**src/sv/pli_div.sv**
```systemverilog
// Restoring divider, one quotient bit per cycle: low FRAC_BITS bits of floor((off << FRAC_BITS) / span).
// No package dependencies.
`timescale 1ns / 1ps
module pli_div #(
   parameter int FRAC_BITS = 16
) (
   input  logic                 clock,
   input  logic                 reset,
   input  logic                 start,
   input  logic [31:0]          off,
   input  logic [31:0]          span,
   output logic                 done,
   output logic [FRAC_BITS-1:0] quotient
);
   localparam int QW = 32 + FRAC_BITS;
   localparam int CW = $clog2(QW + 1);

   logic [QW-1:0] num_ff, num_in;
   logic [31:0]   rem_ff, rem_in;
   logic [31:0]   den_ff, den_in;
   logic [CW-1:0] cnt_ff, cnt_in;
   logic          busy_ff, busy_in;
   logic          done_ff, done_in;
   logic [32:0]   trial;
   logic [33:0]   diff;

   assign trial = {rem_ff, num_ff[QW-1]};
   assign diff  = {1'b0, trial} - {2'b0, den_ff};

   always_comb begin
      num_in  = num_ff;
      rem_in  = rem_ff;
      den_in  = den_ff;
      cnt_in  = cnt_ff;
      busy_in = busy_ff;
      done_in = 1'b0;
      if (start) begin
         num_in  = {off, {FRAC_BITS{1'b0}}};
         rem_in  = '0;
         den_in  = span;
         cnt_in  = CW'(QW);
         busy_in = 1'b1;
      end else if (busy_ff) begin
         // shift in the next numerator bit; quotient bit lands in num's LSB
         if (!diff[33]) begin
            rem_in = diff[31:0];
         end else begin
            rem_in = trial[31:0];
         end
         num_in = {num_ff[QW-2:0], ~diff[33]};
         cnt_in = cnt_ff - CW'(1);
         if (cnt_ff == CW'(1)) begin
            busy_in = 1'b0;
            done_in = 1'b1;
         end
      end
   end

   always_ff @(posedge clock) begin
      if (reset) begin
         busy_ff <= 1'b0;
         done_ff <= 1'b0;
         cnt_ff  <= '0;
      end else begin
         busy_ff <= busy_in;
         done_ff <= done_in;
         cnt_ff  <= cnt_in;
      end
      num_ff <= num_in;
      rem_ff <= rem_in;
      den_ff <= den_in;
   end

   assign done     = done_ff;
   assign quotient = num_ff[FRAC_BITS-1:0];
endmodule
```
**config.mk**
```make
export PLATFORM = sky130hd
export DESIGN_NAME = pli_div
export DESIGN_NICKNAME = d
export VERILOG_FILES = /design/src/sv/pli_div.sv
export SDC_FILE = /design/constraint.sdc
export NUM_CORES = 1
export LEC_CHECK = 0
export BUFFER_PORTS_ARGS = -buffer_cell sky130_fd_sc_hd__buf_4
export CAP_MARGIN = 0
export CORE_ASPECT_RATIO = 0.9
export CORE_MARGIN = 3
export CORE_UTILIZATION = 30
export DETAILED_ROUTE_END_ITERATION = 8
export PLACE_DENSITY = 0.53
export SLEW_MARGIN = 40
export SYNTH_ARGS = -nofsm -noshare
export SYNTH_HDL_FRONTEND = slang
export SYNTH_SLANG_ARGS = --single-unit
```
**constraint.sdc**
```tcl
create_clock -name clock -period 3.9 [get_ports clock]
set_input_delay 0.585 -clock clock [delete_from_list [all_inputs] [get_ports clock]]
set_output_delay 0.585 -clock clock [all_outputs]
set_load 0.02 [all_outputs]
```
==> Flow_metrics.wiki <==
{| class="wikitable"
! Metric !! Value
|-
| Maximum achievable frequency || 297 MHz
|-
| Post-route minimum period || 3.37 ns
|-
| Period Utilization, post-route || 0.864
|-
| Outcome || finished clean
|-
| Final number of hold-violating endpoints || 0
|-
| Commonest cells after routing, fill and taps aside || sky130_fd_sc_hd__buf_4 (88), sky130_fd_sc_hd__nor2_1 (83), sky130_fd_sc_hd__edfxtp_1 (64)
|-
| Area inside the core boundary || 0.0211 mm²
|-
| Worst-case vdd ir drop || 0.000239 V
|-
| Synthesized Nets || 760
|-
| Final weighted congestion in routability-driven placement || 0.812
|-
| Maximum net fanout on the critical path || 5
|-
| Post-synthesis area per instance || 9.93 µm²
|-
| Leakage power || 3.24 nW
|-
| Area Overhead vs Synth || 21.0%
|-
| Clock Latency Late Sink || 0.43 ns
|-
| Via count of the first global-routing pass || 4614
|-
| Pin slew with the least headroom to its limit || 0.656 ns
|-
| Max-slew violation total from the final report || 0
|-
| Clock Path Buffers || 2
|-
| Yosys warns || 0
|-
| Worst hold margin || 0.331 ns
|-
| EDFF count, synth || 64
|-
| Per-cell via count in the routed design || 4.77
|-
| Antenna-violating nets left || 0
|-
| Summed negative setup slack over all endpoints || 0 ns
|-
| Per-cell routed wire length || 14.4 µm
|-
| Reg clk slew, reported paths || 0.06 ns
|-
| Final Setup Violations || 0
|-
| All-layer global routing usage || 0.126
|-
| RSZ-0062 raised after global routing || false
|-
| Power density over the cells || 489 mW/mm²
|-
| Kind of launch point of the worst setup path || register
|-
| Die Span Y || 146 µm
|-
| H-tree lvl count || 4
|-
| Type of element capturing the critical path || register
|-
| Overall Power || 0.00386 W
|-
| Sequential cell area fraction in the yosys report || 0.466
|-
| Initial antenna violation count || 0
|-
| Setup skew after layout || 0.0110 ns
|-
| Share of final-layout standard cells stronger than drive strength 1 || 0.182
|-
| Die Width || 162 µm
|-
| Initial Utilization || 0.310
|-
| Post-synthesis instance area || 0.00653 mm²
|-
| Number of max-capacitance violations reported || 0
|-
| Most common cell after layout, fill and taps aside || sky130_fd_sc_hd__buf_4
|-
| Setup slack of the worst register-to-register path || 0.53 ns
|-
| Cells after synthesis || 658
|-
| Utilization of the core after routing || 0.375
|-
| Async set-reset flop share out of synthesis || 0
|-
| Port-buffer cells || 83
|-
| Number of sinks on the clock net || 120
|-
| Worst slew margin relative to its limit || 0.558
|-
| Root buf cell || sky130_fd_sc_hd__clkbuf_16
|-
| Antenna diode count || 0
|-
| Total number of vias || 4826
|-
| Overflow after GRT || 0
|-
| Path depth of the worst reg2reg path || 13
|-
| Worst Path Class, Setup || reg -> reg
|-
| First-iteration detailed-routing DRC count || 312
|-
| Number of detailed-route iterations in the first pass || 4
|-
| Flip-flop and latch count after synthesis || 120
|-
| Num CTS Buffers || 17
|-
| DRC violation count after routing || 0
|-
| Post-cts resize count || 0
|-
| Post-CTS Hold Buffers || 0
|-
| Commonest register cell after synthesis || sky130_fd_sc_hd__edfxtp_1
|-
| Num rows || 50
|-
| Area of the die || 0.0236 mm²
|-
| Final HPWL from detailed placement || 9570 µm
|-
| Type of the tightest min-delay check || in -> reg
|-
| Arrival @ worst endpoint || 3.71 ns
|-
| Maximum number of pins on one net before global-route repair || 93
|-
| Clock tree from TritonCTS || built
|-
| Global-route wire length before repair || 23900 µm
|-
| Number of cells on the worst hold path || 1
|-
| Distinct cells, synth || 64
|-
| I/O pin cnt || 84
|-
| Net total in the final layout || 814
|-
| Post-CTS Setup Repair Bufs || 0
|-
| Data required time of the critical path || 4.24 ns
|-
| Routed Wire Length || 14500 µm
|-
| Fill cells || 2138
|}
cell families after synthesis:
family                     synth area share
AOI/OAI and AO/OA                     0.200
and+or+nand+nor                       0.113
xor gates and xnor gates             0.0389
muxes                                0.0387
adders and majority gates            0.0682
DFF                                   0.466
buffers and inverters                0.0753
state kept, by name, summed over array words and instances (netlist names):
name     count
num_ff      48
rem_ff      32
busy_ff      1
done         1
den_ff      32
cnt_ff       6
cell type report:
class,instances,area (µm²),area share
multi-input cells,432,3010,0.381
well taps,286,358,0.0453
repair buffers,89,681,0.0861
clock inverters,13,178,0.0225
clock buffers,19,433,0.0548
flip-flops and latches,120,3050,0.386
inverters,52,195,0.0247
worst paths after layout:
check                     startpoint                      end
max reg2reg     num_ff[47]$_DFFE_PP_  rem_ff[16]$_SDFFE_PP0P_
max             num_ff[47]$_DFFE_PP_  rem_ff[16]$_SDFFE_PP0P_
min                         span[21]     den_ff[21]$_DFFE_PP_
min reg2reg  rem_ff[31]$_SDFFE_PP0P_  rem_ff[31]$_SDFFE_PP0P_
Yosys cell counts, types with 9 or more instances:
cell type / instances / share of area
sky130_fd_sc_hd__nor2_1: 83 / 0.048
sky130_fd_sc_hd__xnor2_1: 21 / 0.028
sky130_fd_sc_hd__a21oi_1: 41 / 0.031
sky130_fd_sc_hd__edfxtp_1: 64 / 0.29
sky130_fd_sc_hd__o21ai_0: 27 / 0.021
sky130_fd_sc_hd__a211oi_1: 24 / 0.028
sky130_fd_sc_hd__buf_4: 17 / 0.020
sky130_fd_sc_hd__a22o_1: 31 / 0.042
sky130_fd_sc_hd__mux2i_1: 23 / 0.035
sky130_fd_sc_hd__nand2_1: 27 / 0.016
sky130_fd_sc_hd__inv_1: 52 / 0.030
sky130_fd_sc_hd__dfxtp_1: 56 / 0.17
sky130_fd_sc_hd__o21bai_1: 9 / 0.010
sky130_fd_sc_hd__nand3_1: 12 / 0.0092
sky130_fd_sc_hd__ha_1: 34 / 0.065
sky130_fd_sc_hd__clkbuf_1: 25 / 0.014
through the flow:
step                setup WS (ns)  area (µm²)  cells
floorplan                   0.918        6530    658
CTS                         0.541        7900   1011
finish                      0.529        7900   1011
global route                0.251        7900   1011
detailed placement          0.535        7290    979
global placement            0.649        7290    979
worst max-delay path, stage by stage (launching register included):
cell	delay (ns)
sky130_fd_sc_hd__edfxtp_1	0.38
sky130_fd_sc_hd__inv_1	0.07
sky130_fd_sc_hd__ha_1	0.15
sky130_fd_sc_hd__inv_1	0.05
sky130_fd_sc_hd__fa_1	0.40
sky130_fd_sc_hd__a21o_1	0.23
sky130_fd_sc_hd__a221oi_2	0.29
sky130_fd_sc_hd__o21ai_1	0.24
sky130_fd_sc_hd__a311oi_1	0.54
sky130_fd_sc_hd__o21bai_1	0.11
sky130_fd_sc_hd__a21oi_1	0.25
sky130_fd_sc_hd__mux2i_1	0.22
sky130_fd_sc_hd__o21ai_1	0.08
sky130_fd_sc_hd__a311oi_1	0.27
report_power, final:
part           total [W]  leakage [nW]  switching (W)  internal, W
logic           0.000716          1.84       0.000400     0.000316
clock network    0.00165         0.297       0.000586      0.00106
registers        0.00150          1.11      0.0000585      0.00144
total            0.00386          3.24        0.00104      0.00282
routing by layer:
metal | track usage | wire [µm]
met1 | 0.185 | 7740
met2 | 0.175 | 5980
met3 | 0.0359 | 618
met4 | 0.0452 | 186
met5 | 0 | 0
Note: power is estimated with default switching activity, not from simulation.
